[src/tsar_pkg.sv]
// Shared types and constants of the TCP SYN-ACK reply detector.
// No dependencies; imported by tsar_hdr_track and tcp_syn_ack_reply_detector.
package tsar_pkg;

	// One input item: a packet byte and its end-of-packet mark
	typedef struct packed {
		logic [7:0] packet_byte;
		logic       last_byte;
	} tsar_byte_t;

	// One result item
	typedef struct packed {
		logic        port_open;
		logic [15:0] port_number;
	} tsar_result_t;

	localparam logic [7:0] TCP_PROTOCOL  = 8'd6;
	localparam logic [5:0] MIN_HDR_LEN   = 6'd20;
	localparam logic [6:0] POS_MAX       = 7'd127;
	localparam logic [6:0] POS_PROTOCOL  = 7'd9;
	localparam logic [6:0] POS_SRC_FIRST = 7'd12;
	localparam logic [6:0] POS_SRC_LAST  = 7'd15;
	localparam logic [6:0] FLAGS_OFFSET  = 7'd13;
	localparam int         FLAG_SYN_BIT  = 1;
	localparam int         FLAG_ACK_BIT  = 4;

endpackage

[src/tsar_in_if.sv]
// Input channel: packet bytes with valid/ready handshake.
// Standalone; used by the top level of the detector.
interface tsar_in_if;
	logic       valid;
	logic       ready;
	logic [7:0] packet_byte;
	logic       last_byte;

	modport source (output valid, packet_byte, last_byte, input ready);
	modport sink   (input valid, packet_byte, last_byte, output ready);
endinterface

[src/tsar_out_if.sv]
// Result channel: match flag and TCP source port with valid/ready handshake.
// Standalone; used by the top level of the detector.
interface tsar_out_if;
	logic        valid;
	logic        ready;
	logic        port_open;
	logic [15:0] port_number;

	modport source (output valid, port_open, port_number, input ready);
	modport sink   (input valid, port_open, port_number, output ready);
endinterface

[src/tsar_hdr_track.sv]
// Per-packet header tracker: position, IHL, protocol, address compare, port and flags.
// Depends on tsar_pkg. Updates its state once per stepped byte and clears on the last byte.
module tsar_hdr_track (
	input  logic                  clk,
	input  logic                  arst_n,
	input  logic                  step,
	input  tsar_pkg::tsar_byte_t  item,
	input  logic [31:0]           target,
	output tsar_pkg::tsar_result_t result
);
	import tsar_pkg::*;

	logic [6:0]  pos_q;
	logic [5:0]  hdr_len_q;
	logic        is_tcp_q;
	logic        addr_eq_q;
	logic [15:0] src_port_q;
	logic        syn_ack_q;

	logic [5:0]  hdr_len_d;
	logic        is_tcp_d;
	logic        addr_eq_d;
	logic [15:0] src_port_d;
	logic        syn_ack_d;
	logic [6:0]  hl7;
	logic        hdr_ok;
	logic        in_capture;
	logic        in_src;
	logic [7:0]  want;
	logic        port_full;
	logic [7:0]  b;

	// Compute the state after this byte
	always_comb begin
		b         = item.packet_byte;
		hdr_len_d = (pos_q == '0) ? {b[3:0], 2'b00} : hdr_len_q;
		is_tcp_d  = (pos_q == POS_PROTOCOL) ? (b == TCP_PROTOCOL) : is_tcp_q;

		// Pick the target byte for this address position, first byte most significant
		case (pos_q[1:0])
			2'd0:    want = target[31:24];
			2'd1:    want = target[23:16];
			2'd2:    want = target[15:8];
			default: want = target[7:0];
		endcase
		in_src    = (pos_q >= POS_SRC_FIRST) && (pos_q <= POS_SRC_LAST);
		addr_eq_d = addr_eq_q && !(in_src && (b != want));

		hl7        = {1'b0, hdr_len_d};
		hdr_ok     = (hdr_len_d >= MIN_HDR_LEN);
		in_capture = hdr_ok && (pos_q != POS_MAX);
		src_port_d = src_port_q;
		syn_ack_d  = syn_ack_q;
		if (in_capture) begin
			if (pos_q == hl7) begin
				src_port_d = {b, 8'h00};
			end else if (pos_q == hl7 + 7'd1) begin
				src_port_d = {src_port_q[15:8], b};
			end else if (pos_q == hl7 + FLAGS_OFFSET) begin
				syn_ack_d = b[FLAG_SYN_BIT] && b[FLAG_ACK_BIT];
			end
		end

		port_full          = hdr_ok && (pos_q >= hl7 + 7'd1);
		result.port_open   = hdr_ok && is_tcp_d && addr_eq_d && syn_ack_d &&
			(pos_q >= POS_SRC_LAST);
		result.port_number = port_full ? src_port_d : 16'h0000;
	end

	// Advance on each byte; clear back to the packet start on the last one
	always_ff @(posedge clk or negedge arst_n) begin
		if (!arst_n) begin
			pos_q      <= '0;
			hdr_len_q  <= '0;
			is_tcp_q   <= 1'b0;
			addr_eq_q  <= 1'b1;
			src_port_q <= '0;
			syn_ack_q  <= 1'b0;
		end else if (step) begin
			if (item.last_byte) begin
				pos_q      <= '0;
				hdr_len_q  <= '0;
				is_tcp_q   <= 1'b0;
				addr_eq_q  <= 1'b1;
				src_port_q <= '0;
				syn_ack_q  <= 1'b0;
			end else begin
				if (pos_q != POS_MAX) begin
					pos_q <= pos_q + 7'd1;
				end
				hdr_len_q  <= hdr_len_d;
				is_tcp_q   <= is_tcp_d;
				addr_eq_q  <= addr_eq_d;
				src_port_q <= src_port_d;
				syn_ack_q  <= syn_ack_d;
			end
		end
	end

endmodule

[src/tcp_syn_ack_reply_detector.sv]
// Channel  Dir  Payload                          Handshake
// pkt      in   packet_byte[8], last_byte[1]     valid/ready
// reply    out  port_open[1], port_number[16]    valid/ready
// target   cfg  target_wdata[32]                 target_we
//
// One byte per cycle unless a last byte waits on a stalled result: an input register
// feeds the header tracker; its last-byte result is loaded into the output register.
// Reset (arst_n low) clears the pipeline valids, the tracker state and the target.
// A stalled result holds only a last byte in the input register; other bytes flow on.
// Depends on tsar_pkg, tsar_in_if, tsar_out_if and tsar_hdr_track.
module tcp_syn_ack_reply_detector (
	input  logic        clk,
	input  logic        arst_n,
	input  logic        target_we,
	input  logic [31:0] target_wdata,
	tsar_in_if.sink     pkt,
	tsar_out_if.source  reply
);
	import tsar_pkg::*;

	logic         valid_s1;
	tsar_byte_t   item_s1;
	logic [31:0]  target_q;
	logic         out_valid_q;
	tsar_result_t out_q;
	tsar_result_t result;
	logic         out_free;
	logic         consume;

	// Hold the target address
	always_ff @(posedge clk or negedge arst_n) begin
		if (!arst_n) begin
			target_q <= '0;
		end else if (target_we) begin
			target_q <= target_wdata;
		end
	end

	// A last byte waits for room in the output register
	assign out_free  = !out_valid_q || reply.ready;
	assign consume   = valid_s1 && (!item_s1.last_byte || out_free);
	assign pkt.ready = !valid_s1 || consume;

	// Input register
	always_ff @(posedge clk or negedge arst_n) begin
		if (!arst_n) begin
			valid_s1 <= 1'b0;
		end else if (pkt.ready) begin
			valid_s1 <= pkt.valid;
		end
	end

	always_ff @(posedge clk) begin
		if (pkt.valid && pkt.ready) begin
			item_s1 <= '{packet_byte: pkt.packet_byte, last_byte: pkt.last_byte};
		end
	end

	tsar_hdr_track u_track (
		.clk    (clk),
		.arst_n (arst_n),
		.step   (consume),
		.item   (item_s1),
		.target (target_q),
		.result (result)
	);

	// Output register
	always_ff @(posedge clk or negedge arst_n) begin
		if (!arst_n) begin
			out_valid_q <= 1'b0;
		end else if (consume && item_s1.last_byte) begin
			out_valid_q <= 1'b1;
		end else if (reply.ready) begin
			out_valid_q <= 1'b0;
		end
	end

	always_ff @(posedge clk) begin
		if (consume && item_s1.last_byte) begin
			out_q <= result;
		end
	end

	assign reply.valid       = out_valid_q;
	assign reply.port_open   = out_q.port_open;
	assign reply.port_number = out_q.port_number;

endmodule

[src/flat_wrapper.sv]
// flat-port wrapper written by rule: the top's interface ports become plain ports
module tcp_syn_ack_reply_detector_flat import tsar_pkg::*;
  (clk, arst_n, target_we, target_wdata, pkt_valid, pkt_packet_byte, pkt_last_byte, pkt_ready, reply_valid, reply_port_open, reply_port_number, reply_ready);
  tsar_in_if pkt_i ();
  tsar_out_if reply_i ();
  input  logic clk;
  input  logic arst_n;
  input  logic target_we;
  input  logic [31:0] target_wdata;
  input wire logic [$bits(pkt_i.valid)-1:0] pkt_valid;
  input wire logic [$bits(pkt_i.packet_byte)-1:0] pkt_packet_byte;
  input wire logic [$bits(pkt_i.last_byte)-1:0] pkt_last_byte;
  output wire logic [$bits(pkt_i.ready)-1:0] pkt_ready;
  output wire logic [$bits(reply_i.valid)-1:0] reply_valid;
  output wire logic [$bits(reply_i.port_open)-1:0] reply_port_open;
  output wire logic [$bits(reply_i.port_number)-1:0] reply_port_number;
  input wire logic [$bits(reply_i.ready)-1:0] reply_ready;
  assign pkt_i.valid = pkt_valid;
  assign pkt_i.packet_byte = pkt_packet_byte;
  assign pkt_i.last_byte = pkt_last_byte;
  assign pkt_ready = pkt_i.ready;
  assign reply_valid = reply_i.valid;
  assign reply_port_open = reply_i.port_open;
  assign reply_port_number = reply_i.port_number;
  assign reply_i.ready = reply_ready;
  tcp_syn_ack_reply_detector u_core (.clk(clk), .arst_n(arst_n), .target_we(target_we), .target_wdata(target_wdata), .pkt(pkt_i), .reply(reply_i));
endmodule
[config.mk]
export PLATFORM = sky130hd
export DESIGN_NAME = tcp_syn_ack_reply_detector_flat
export DESIGN_NICKNAME = d
export VERILOG_FILES = /design/src/tsar_pkg.sv /design/src/tsar_in_if.sv /design/src/tsar_out_if.sv /design/src/tsar_hdr_track.sv /design/src/tcp_syn_ack_reply_detector.sv /design/src/flat_wrapper.sv
export SDC_FILE = /design/constraint.sdc
export NUM_CORES = 1
export LEC_CHECK = 0
export ABC_AREA = 1
export BUFFER_PORTS_ARGS = -buffer_cell sky130_fd_sc_hd__buf_2
export CAP_MARGIN = 20
export CORE_UTILIZATION = 55
export CTS_BUF_LIST = sky130_fd_sc_hd__clkbuf_8
export DETAILED_ROUTE_END_ITERATION = 16
export PLACE_DENSITY = 0.77
export SKIP_LAST_GASP = 1
export SYNTH_ARGS = -nofsm -noshare
export SYNTH_HDL_FRONTEND = slang
export SYNTH_SLANG_ARGS = --single-unit
[constraint.sdc]
create_clock -name clk -period 3.41 [get_ports clk]
set_input_delay 0.5115 -clock clk [delete_from_list [all_inputs] [get_ports clk]]
set_output_delay 0.5115 -clock clk [all_outputs]
set_load 0.01 [all_outputs]
**Word level (Yosys, flattened, before mapping)**

Cells that the tools add are included.
W data, S select, Z words.

- Reduce and logical (&&, ||, !) cells: 25
- Equal/unequal tests: 9
- Shift operators: 0
- Muxes and demuxes: 19
- Magnitude comparators: 5
- Bitwise operators: 0
- Multiply operators: 0
- Divide/modulo/power cells: 0
- $add $sub $neg: 3

Operator list:

| kind | count |
|---|---|
| $mux W16 | 3 |
| $pmux W8 S3 | 1 |
| $eq A7 B7 Y1 | 2 |
| $ge A7 B4 Y1 const B | 2 |
| $mux W7 | 2 |
| $logic_and A1 B1 Y1 | 13 |
| $mux W6 | 2 |
| $mux W1 | 10 |
| $eq A8 B3 Y1 const B | 1 |
| $mux W8 | 1 |
| $ne A8 B8 Y1 | 1 |
| $add A6 B1 Y7 const B | 1 |
| $add A6 B4 Y7 const B | 1 |
| $add A7 B1 Y7 const B | 1 |
| $eq A7 B4 Y1 const B | 1 |
| $eq A7 B6 Y1 | 1 |
| $ge A7 B7 Y1 | 1 |
| $le A7 B4 Y1 const B | 1 |
| $logic_not A7 Y1 | 1 |
| $ne A7 B7 Y1 const B | 1 |
| $ge A6 B5 Y1 const B | 1 |
| $logic_not A1 Y1 | 4 |
| $reduce_bool A2 Y1 | 2 |
| $logic_or A1 B1 Y1 | 3 |
| 4 further kinds | 4 |

- Output and inout bits: 19
- Bits in latches: 0
- Bits in writable memories: 0
- Logic and storage cells: 74
- Register bits: 92
- Bits in read-only memories: 0
- Memories kept: 0
- Input bits: 46

**Depth between registers and ports, before layout**

Gate-level depths: netlist of run 1.

- Depth in word-level cells: 10
- Depth in mapped cells: 22
- Gate-level depth less buffers: 22

**Modules after synthesis**

Synthesis of run 1 repeated with hierarchy kept, for this count alone.

- Cells, all modules: 588
- Area total of the unflattened synthesis: 5,116.2 um2

Modules (own cells, without submodules):

| module | area an instance (um2) | times used | seq. area each (um2) | cells each |
|---|---|---|---|---|
| tsar_hdr_track | 2,817.7 | 1 | 802.0 | 412 |
| tcp_syn_ack_reply_detector | 2,298.5 | 1 | 1,631.6 | 176 |

**Worst setup path after synthesis of run 1**

No wires, ideal clock.

- Path type: flip-flop to flip-flop
- Start: register u_core.u_track.pos_q[1]
- End: register u_core.out_q, in the netlist u_core.reply.port_number[10], data pin
- Period minus slack after synthesis: 3.152 ns
- Library setup time: 0.266 ns
- Path slack: 0.258 ns
- Cell stages (with the launch flop): 20
- Arrival: 2.886 ns
- Required time: 3.144 ns
- Buffers on the path: 1
- Path through: dfrtp_1 > inv_1 > ha_1 > inv_2 > nor2_4 > nand2_4 > nand2_2 > nand2_4 > nor2_1 > xor2_1 > ha_1 > nand2_1 > nor2_1 > a211oi_1 > o21ai_0 > a21oi_1 > o21ai_0 > nand2_1 > clkbuf_1 > nor2_1

- Word-level cells in the longest chain between the ends: 5
- Elaborated cells on any way between the ends: 11
- Classes of those cells: 1 x add/sub; 2 x order compare; 2 x eq/ne; 3 x mux; 3 x reduce/logical

Ends and longest elaborated chain:

| what | RTL line | RTL |
|---|---|---|
| start: declaration | tsar_hdr_track.sv:13 | `logic [6:0] pos_q;` |
| start signal: assignment | tsar_hdr_track.sv:89 | `pos_q <= pos_q + 7'd1;` |
| $logic_not A7 Y1 | tsar_hdr_track.sv:36 | `hdr_len_d = (pos_q == '0) ? {b[3:0], 2'b00} : hdr_len_q;` |
| $mux W6 | tsar_hdr_track.sv:36 |  |
| $add A6 B1 Y7, or another cell as far along | tsar_hdr_track.sv:64 | `port_full = hdr_ok && (pos_q >= hl7 + 7'd1);` |
| $ge A7 B7 Y1, or another cell as far along | tsar_hdr_track.sv:64 |  |
| $logic_and A1 B1 Y1 or $mux W16 (tied branches) | tsar_hdr_track.sv:64, tsar_hdr_track.sv:54 |  |
| end signal: assignment | tcp_syn_ack_reply_detector.sv:81 | `out_q <= result;` |
| end: declaration | tcp_syn_ack_reply_detector.sv:25 | `tsar_result_t out_q;` |

Several ways; a longest one is shown, not always the timed one.
A chain may end at the register's enable or synchronous reset.

**Worst setup path after layout of run 1**

- Start: register u_core.u_track.pos_q[1]
- End: register u_core.out_q, in the netlist u_core.reply.port_number[4], data pin

- Word-level cells in the longest chain between the ends: 7
- Elaborated cells on any way between the ends: 13
- Classes of those cells: 1 x add/sub; 2 x order compare; 3 x eq/ne; 4 x mux; 3 x reduce/logical

Ends and longest elaborated chain:

| what | RTL line | RTL |
|---|---|---|
| $logic_not A7 Y1 | tsar_hdr_track.sv:36 |  |
| $mux W6 | tsar_hdr_track.sv:36 |  |
| $add A6 B1 Y7 | tsar_hdr_track.sv:57, tsar_hdr_track.sv:64 |  |
| $eq A7 B7 Y1 | tsar_hdr_track.sv:57 | `end else if (pos_q == hl7 + 7'd1) begin` |
| $mux W8 | tsar_hdr_track.sv:57 |  |
| $mux W16 | tsar_hdr_track.sv:55 | `if (pos_q == hl7) begin` |
| $mux W16 | tsar_hdr_track.sv:54 | `if (in_capture) begin` |

Several ways; a longest one is shown, not always the timed one.

==> flow_summary.yaml, run 1 <==
placement:
  postPlaceCellArea_um2: 5290
  portBuffers: 64
  dp_worst_setup_slack_ns: 0.00192
  dp_hpwl_um: 8250
  gp_congestion: 0.926
synthesis:
  synth_edf_count: 26
  synth_mux_area_frac: 0.0302
  synth_cell_type_count: 32
  synth_flop_cell: "dfrtp_1"
  syn_avg_cell_area_um2: 8.90
  seq_area_frac_synth: 0.502
  yosys.area_share.simple: 0.204
  synth_nets: 604
  synth-async-reset-ratio: 0.717
  synth-compound-area-share: 0.142
  yosys.area_share.adder: 0.0335
  synth_seq_cells: 92
  synth_warnings: 0
  synth.top_cells.by_area: "dfrtp_1, edfxtp_1, nand2_1"
  synth_top_family_by_area: "simple AND/OR/NAND/NOR gates"
  yosys.area.top_type: "dfrtp_1"
  yosysTopAreaCellShare: 0.335
  synth_area_um2: 4850
  synthXorXnorAreaFrac: 0.0108
  synthCells: 545
worst_setup_path:
  startpoint_type: "flip-flop"
  cp_cell_sequence: "inv_4 > ha_4 > inv_2 > nor2_4 > nand2_4 > nand2_2 > nand2_4 > nor2_1 > xor2_1 > ha_1 > nand2_1 > nor2_1 > a211oi_2 > o21ai_0 > a21oi_1 > o21ai_0 > nand2_1 > buf_12 > nor2_1"
  cp_slowest_cell: "dfrtp_2"
  critPathMaxStageDelay_ns: 0.46
  endpoint_kind: "flip-flop"
  critPathArrivalTime_ns: 3.31
  crit_fanout: 16
  crit_buf_inv: 3
  cpMostUsedCell: "nor2_1"
  worstSetupPathType: "flip-flop to flip-flop"
  cp_data_required_time_ns: 3.54
  crit_family: "simple AND/OR/NAND/NOR gates"
run_status:
  status: "finished, final reports clean"
hold_path:
  hold_class: "input port to flip-flop"
detailed_routing:
  vias_per_cell: 5.57
  drc: 0
  num_vias: 4052
  firstDrtPassIters: 5
  wl_per_cell_um: 16.0
  routed_wl_um: 11600
  first_iter_violations: 372
  ant_nets: 0
clocking:
  cts_sinks: 92
  cts_buffer_depth: 2
  cts-root-buf: "clkbuf_8"
  cts_max_level: 3
  cts_tree: "done"
  clkTransAtPathRegs_ns: 0.09
  clk_latency_ns: 0.37
  cts_buffers: 9
floorplanning:
  num_rows: 33
  io_pins: 65
  dieArea_um2: 9200
  dieWidth_um: 95.9
  core_area_um2: 8380
  initial_utilization: 0.579
  die_h_um: 95.9
layout:
  seqCellArea_um2: 2440
  fillCellCount: 653
  layout-drive-gt1-share: 0.250
  final_common_cell: "nand2_1"
  multi_input_area_um2: 2060
  syn_to_final_growth_pct: 14.7
  fin_nets: 677
  final_cell_mix: "nand2_1, inv_1, buf_2"
  num_antenna_cells: 0
  final_area_um2: 5570
sta:
  finalCritPeriodShare: 0.934
  setup_violations: 0
  setup_slack_ns: 0.225
  worstMarginPinSlew_ns: 0.817
  max_freq_mhz: 314
  tns_ns: 0
  finalHoldWorstSlack_ns: 0.320
  drv_slew: 0
  hold_viol: 0
  relSlewSlack: 0.455
  fin_crit_ns: 3.18
  finClkSkew_ns: 0.0147
grt:
  grt.overflow.total: 0
  grt_pass1_wl_um: 18900
  antenna_found_initial: 0
  grt_pass1_vias: 3950
  gr-usage-all-layers: 0.276
  grt_start_max_net_pins: 62
pwr:
  power_w: 0.00307
  cellLeakagePower_nw: 2.66
  power.density_nw_per_um2: 551
  irDropWorstVdd_uv: 371
job:
  drv_cap: 0
[where the power goes]
part	total [W]	internal, W	switching [W]
Clock	0.000775	0.000351	0.000424
Sequential	0.00130	0.00124	0.0000574
Combinational	0.000995	0.000359	0.000636
[registers in the layout (all words and copies together) (netlist names)]
register,count
u_core.item_s1,9
u_core.reply.port_number,16
u_core.reply.port_open,1
u_core.reply.valid,1
u_core.target_q,32
u_core.u_track.addr_eq_q,1
u_core.u_track.hdr_len_q,6
u_core.u_track.is_tcp_q,1
u_core.u_track.pos_q,7
u_core.u_track.src_port_q,16
u_core.u_track.syn_ack_q,1
u_core.valid_s1,1
[cells in the mapped netlist, types with 11 or more instances]
| cell | instances |
|---|---|
| clkbuf_1 | 11 |
| o22ai_1 | 27 |
| dfrtp_1 | 65 |
| inv_1 | 74 |
| nand2_1 | 119 |
| o21ai_0 | 38 |
| mux2_2 | 13 |
| edfxtp_1 | 26 |
| nor2_1 | 41 |
| ha_1 | 13 |
| nand3_1 | 32 |
| a21oi_1 | 11 |
[through the flow]
step,std cells,utilization
floorplan,545,-
detailed placement,706,0.631
CTS,723,0.657
global route,728,0.664
global placement,706,0.631
finish,728,0.664
[what timing repair did]
| action | 4_1_cts | 5_1_grt |
|---|---|---|
| pin swaps | 0 | 4 |
| cloned | 0 | 0 |
| buffers inserted | 0 | 5 |
| setup endpoints to repair | 3 | 18 |
| hold buffers | 1 | 0 |
| resized for setup | 1 | 9 |
| hold endpoints to repair | 5 | 0 |
[kinds of logic (layout without fill, tap and decap cells)]
group	after synthesis	in the layout
AO/OA/AOI/OAI	104	104
adder cells (fa/ha/maj)	13	13
buffers and inverters	95	173
flip-flops	92	92
multiplexers	13	13
XOR/XNOR	6	6
AND/OR/NAND/NOR	222	222
[routing by layer]
layer	routed length, um	part of all wire	track usage	vias to the layer above
met5	0	0	0	-
met4	295	0.025	0.0945	0
met3	645	0.055	0.0474	24
met2	5560	0.48	0.440	139
met1	5130	0.44	0.383	1922
li1	-	-	-	1967
[cell type report]
cell class	instances	area share
multi-input combinational	358	0.369
sequential	92	0.438
clock inverter	7	0.0144
timing repair buffer	77	0.0778
tap	105	0.0236
clock buffer	9	0.0222
inverter	80	0.0548
[path summary, 6_finish.rpt]
kind | slack (ns) | cells after the start | from | to
setup reg to reg | 0.23 | 19 | u_core.u_track.pos_q[1] | u_core.reply.port_number[4]
hold reg to reg | 0.48 | 2 | u_core.u_track.addr_eq_q | u_core.u_track.addr_eq_q
setup / recovery | 0.23 | 19 | u_core.u_track.pos_q[1] | u_core.reply.port_number[4]
max in group asynchronous | 1.89 | 3 | arst_n | u_core.u_track.pos_q[1]
min in group asynchronous | 0.49 | 2 | arst_n | u_core.u_track.hdr_len_q[1]
hold / removal | 0.32 | 1 | pkt_packet_byte[3] | u_core.item_s1[4]
No activity file was read; power rests on OpenSTA's default activity.
==> run 2: changes to the inputs <==
- CORE_ASPECT_RATIO: default -> 1.75
==> run 2 against run 1 <==
Critical path depth did not move. Final cell count rose by 1.2%. Via count fell by 0.74%. Global-route usage rose by 0.23 points. Register-to-register slack improved by 0.08 ns. Die area rose by 0.16%. Critical endpoint is now u_core.reply.port_number[15]. Highest routed layer unchanged.
==> flow_summary.yaml, run 2 (same netlist as run 1, synthesis figures left out) <==
sta:
  setup_violations: 0
  tns_ns: 0
  drv_slew: 0
  finClkSkew_ns: 0.00790
  setup_slack_ns: 0.309
  finalCritPeriodShare: 0.909
  worstMarginPinSlew_ns: 0.843
  fin_crit_ns: 3.10
  relSlewSlack: 0.437
  max_freq_mhz: 323
  hold_viol: 0
  rsz0062_at_grt: "false"
detailed_routing:
  num_vias: 4022
  firstDrtPassIters: 4
  routed_wl_um: 11700
  vias_per_cell: 5.46
  first_iter_violations: 335
  drc: 0
  ant_nets: 0
  wl_per_cell_um: 15.8
worst_setup_path:
  worstSetupPathType: "flip-flop to flip-flop"
  crit_family: "simple AND/OR/NAND/NOR gates"
  cp_slowest_cell: "dfrtp_2"
  cp_cell_sequence: "inv_4 > ha_4 > nand3_2 > nor2_4 > nor2_1 > ha_1 > inv_1 > nand3_1 > nand2_1 > ha_1 > nand2_1 > nor2_1 > a211oi_1 > o21ai_0 > a21oi_1 > o21ai_0 > nand2_1 > buf_12 > nor2_1"
  crit_fanout: 16
  critPathArrivalTime_ns: 3.23
  startpoint_type: "flip-flop"
  critPathMaxStageDelay_ns: 0.47
  reg2reg_depth: 19
  cp_data_required_time_ns: 3.54
  cp.depth: 19
  crit_buf_inv: 3
  endpoint_kind: "flip-flop"
clocking:
  clk_latency_ns: 0.37
  cts_max_level: 3
  cts_hold_buf: 0
  cts-root-buf: "clkbuf_8"
  cts_buffer_depth: 2
  clkTransAtPathRegs_ns: 0.10
  cts_buffers: 9
  cts_tree: "done"
  cts_sinks: 92
placement:
  gp_congestion: 0.892
  portBuffers: 64
  dp_hpwl_um: 8870
  dp_worst_setup_slack_ns: 0.0524
layout:
  syn_to_final_growth_pct: 14.5
  fin_nets: 674
  regMostFlops: "u_core.target_q"
  num_antenna_cells: 0
  final_cell_mix: "nand2_1, inv_1, buf_2, dfrtp_1, nor2_1"
  largest_register_ffs: 32
  final_common_cell: "nand2_1"
  layout-drive-gt1-share: 0.245
grt:
  grt_pass1_wl_um: 19200
  antenna_found_initial: 0
  gr-usage-all-layers: 0.278
  grt_start_max_net_pins: 52
  grt_pass1_vias: 3987
  grt.overflow.total: 0
floorplanning:
  io_pins: 65
  dieArea_um2: 9220
  dieWidth_um: 73
  initial_utilization: 0.563
  core_area_um2: 8610
  die_h_um: 126
  num_rows: 45
pwr:
  irDropWorstVdd_uv: 368
  power.density_nw_per_um2: 548
  cellLeakagePower_nw: 2.65
run_status:
  status: "finished, final reports clean"
hold_path:
  hold_class: "input port to async pin"
job:
  drv_cap: 0
-- run 2: changes by cell type in the layout (fill, tap and decap cells not counted), moves of 2 or more --
| cell | change |
|---|---|
| inv_6 | -2 |
| buf_4 | -2 |
| dfrtp_1 | +2 |
| nor2_2 | +2 |
| nor2_1 | -2 |
| dfrtp_2 | -2 |
-- run 2: metal layers --
| layer | up-vias | track usage | part of all wire |
|---|---|---|---|
| met4 | 0 | 0.134 | 0.034 |
| met5 | - | 0 | 0 |
| met2 | 102 | 0.483 | 0.54 |
| met1 | 1935 | 0.327 | 0.40 |
| met3 | 29 | 0.0432 | 0.027 |
| li1 | 1956 | - | - |
-- run 2: metrics by stage --
step	hold slack [ns]	util	instance area [um^2]	power, W	std cells
after floorplan	0.216	-	4850	0.00201	545
after global placement	0.468	0.616	5310	0.00224	718
after detailed placement	0.472	0.616	5310	0.00227	718
after CTS	0.112	0.640	5510	0.00303	734
after global routing	0.124	0.645	5550	0.00322	737
final	0.0999	0.645	5550	0.00304	737
-- run 2: worst register-to-register path: stages (launching register included) --
cell and delay, ns:
dfrtp_2 0.47, inv_4 0.10, ha_4 0.17, nand3_2 0.10, nor2_4 0.22, nor2_1 0.09, ha_1 0.22, inv_1 0.07
nand3_1 0.12, nand2_1 0.11, ha_1 0.24, nand2_1 0.08, nor2_1 0.05, a211oi_1 0.15, o21ai_0 0.12, a21oi_1 0.13
o21ai_0 0.10, nand2_1 0.11, buf_12 0.15, nor2_1 0.07
-- run 2: timing repair --
item | in CTS | in global routing
setup endpoints to repair | 0 | 26
buffers inserted | 0 | 3
gates resized for setup | 0 | 8
-- run 2: layout make-up --
class                           count  area, um^2
Inverter                           80         303
Timing Repair Buffer               74         408
Sequential cell                    92        2430
Clock inverter                      7        81.3
Fill cell                         730        3060
Tap cell                          117         146
Clock buffer                        9         124
Multi-Input combinational cell    358        2060
-- run 2: worst paths after layout --
check | slack (ns) | start | endpoint
hold reg to reg | 0.49 | u_core.u_track.addr_eq_q | u_core.u_track.addr_eq_q
hold / removal | 0.1 | arst_n | u_core.u_track.src_port_q[5]
max in group asynchronous | 2.33 | arst_n | u_core.u_track.pos_q[1]
setup / recovery | 0.31 | u_core.u_track.pos_q[1] | u_core.reply.port_number[15]
min in group clk | 0.31 | pkt_packet_byte[7] | u_core.item_s1[8]
setup reg to reg | 0.31 | u_core.u_track.pos_q[1] | u_core.reply.port_number[15]
-- run 2: where the power goes --
part,internal [W],switching (W)
clock,0.000350,0.000417
combinational,0.000349,0.000632
sequential,0.00124,0.0000571
==> run 3: changes to the inputs <==
- RECOVER_POWER: default -> 50
- SLEW_MARGIN: default -> 10
==> run 3 against run 2 <==
The flow now finishes with violations (max-capacitance violations, max-slew violations). Clock power hardly changed. Sequential power hardly changed. Setup slack better by 0.0078 ns. Final area hardly changed. Highest routed layer unchanged.
==> flow_summary.yaml, run 3 (same netlist as run 1, synthesis figures left out) <==
run_status:
  status: "finished with violations"
  failed_checks: "max-capacitance violations, max-slew violations"
pwr:
  irDropWorstVdd_uv: 366
  power.density_nw_per_um2: 548
  sw_frac_of_total: 0.363
  power.share.combinational: 0.322
  internal_power_w: 0.00194
  pwr-share-seq: 0.426
  cellLeakagePower_nw: 2.64
  pwr-share-clk: 0.252
  p_sw_w: 0.00110
  power_w: 0.00304
sta:
  rsz0062_at_grt: "false"
  finalCritPeriodShare: 0.907
  max_freq_mhz: 323
  drv_slew: 52
  hold_viol: 0
  worstMarginPinSlew_ns: 1.78
  finalHoldWorstSlack_ns: 0.312
  finClkSkew_ns: 0.00701
  fin_crit_ns: 3.09
  relSlewSlack: -0.184
  tns_ns: 0
  setup_violations: 0
clocking:
  cts_buffers: 9
  cts_tree: "done"
  clk_latency_ns: 0.37
  cts-root-buf: "clkbuf_8"
  cts_hold_buf: 0
  clkTransAtPathRegs_ns: 0.09
  cts_buffer_depth: 2
  cts_sinks: 92
  cts_max_level: 3
layout:
  largest_register_ffs: 32
  final_cells: 737
  final_cell_mix: "nand2_1, inv_1, dfrtp_1"
  fin_util: 0.644
  fillCellCount: 729
  num_antenna_cells: 0
  syn_to_final_growth_pct: 14.4
  fin_nets: 674
  regMostFlops: "u_core.target_q"
  layout-drive-gt1-share: 0.242
  final_common_cell: "nand2_1"
grt:
  grt_start_max_net_pins: 52
  grt.overflow.total: 0
  gr-usage-all-layers: 0.278
  antenna_found_initial: 0
  grt_pass1_vias: 3987
  grt_pass1_wl_um: 19200
placement:
  dpl.cell_count: 718
  gp_congestion: 0.892
  portBuffers: 64
  dp_hpwl_um: 8870
job:
  drv_cap: 1
floorplanning:
  core_area_um2: 8610
  die_h_um: 126
  initial_utilization: 0.563
  num_rows: 45
  io_pins: 65
  dieWidth_um: 73
  dieArea_um2: 9220
detailed_routing:
  drc: 0
  first_iter_violations: 317
  wl_per_cell_um: 15.8
  vias_per_cell: 5.46
  ant_nets: 0
  num_vias: 4024
  routed_wl_um: 11700
  firstDrtPassIters: 5
worst_setup_path:
  cp_data_required_time_ns: 3.54
  reg2reg_depth: 19
  crit_fanout: 16
  critPathMaxStageDelay_ns: 0.47
  cp_cell_sequence: "inv_4 > ha_4 > nand3_2 > nor2_4 > nor2_1 > ha_1 > inv_1 > nand3_1 > nand2_1 > ha_1 > nand2_1 > nor2_1 > a211oi_1 > o21ai_0 > a21oi_1 > o21ai_0 > nand2_1 > buf_12 > nor2_1"
  startpoint_type: "flip-flop"
  worstSetupPathType: "flip-flop to flip-flop"
  cp_slowest_cell: "dfrtp_2"
  endpoint_kind: "flip-flop"
  critPathArrivalTime_ns: 3.22
hold_path:
  hold_class: "input port to flip-flop"
  holdPathStages: 1
-- run 3: cell types whose count changed in the layout (fill, tap and decap cells not counted) --
| cell | previous run | this run |
|---|---|---|
| buf_2 | 64 | 62 |
| buf_4 | 9 | 8 |
| clkbuf_1 | 0 | 2 |
| clkbuf_2 | 0 | 1 |
-- run 3: through the flow --
stage / setup WS, ns / instance area [um^2]
CTS: 0.00798 / 5510
floorplan: 0.258 / 4850
global placement: 0.197 / 5310
finish: 0.317 / 5550
detailed placement: 0.0524 / 5310
global route: 0.0318 / 5550
-- run 3: cell type report --
cell class                      instances  area, um^2  share of cell area
Tap cell                              117         146              0.0264
Sequential cell                        92        2430               0.439
Clock inverter                          7        81.3              0.0147
Timing Repair Buffer                   74         403              0.0726
Clock buffer                            9         124              0.0223
Inverter                               80         303              0.0546
Multi-Input combinational cell        358        2060               0.371
-- run 3: worst max-delay path: cells and delay by family (launching register included) --
| kind | cells | cell delay, ns |
|---|---|---|
| AO/OA/AOI/OAI | 4 | 0.50 |
| adder cells (fa/ha/maj) | 3 | 0.62 |
| buffers and inverters | 3 | 0.32 |
| flip-flops | 1 | 0.47 |
| AND/OR/NAND/NOR | 9 | 0.93 |
-- run 3: final timing paths --
path                                          startpoint                            to  slack [ns]
min in group asynchronous                         arst_n  u_core.u_track.src_port_q[5]        0.38
worst min-delay path                  pkt_packet_byte[7]             u_core.item_s1[8]        0.31
worst max register to register   u_core.u_track.pos_q[1]  u_core.reply.port_number[15]        0.32
max in group asynchronous                         arst_n       u_core.u_track.pos_q[1]        1.27
worst max-delay path             u_core.u_track.pos_q[1]  u_core.reply.port_number[15]        0.32
worst min register to register  u_core.u_track.addr_eq_q      u_core.u_track.addr_eq_q        0.49
-- run 3: what timing repair did --
action,in CTS,in global routing
buffers inserted,0,3
endpoints found under the hold margin,0,0
gates resized for setup,0,8
setup endpoints to repair,0,26
-- run 3: per-layer routing --
metal,track usage,up-vias,wire length [um],share of wire
met2,0.483,112,6290,0.54
met3,0.0432,32,345,0.030
met5,0,-,0,0
met4,0.134,0,441,0.038
met1,0.327,1923,4580,0.39
li1,-,1957,-,-
-- run 3: power groups by stage --
stage	logic, W	registers [W]	clock network (W)
floorplan	0.000704	0.00131	0
global route	0.00110	0.00130	0.000813
CTS	0.000960	0.00129	0.000772
finish	0.000980	0.00129	0.000766
detailed placement	0.000953	0.00132	0
global placement	0.000934	0.00131	0
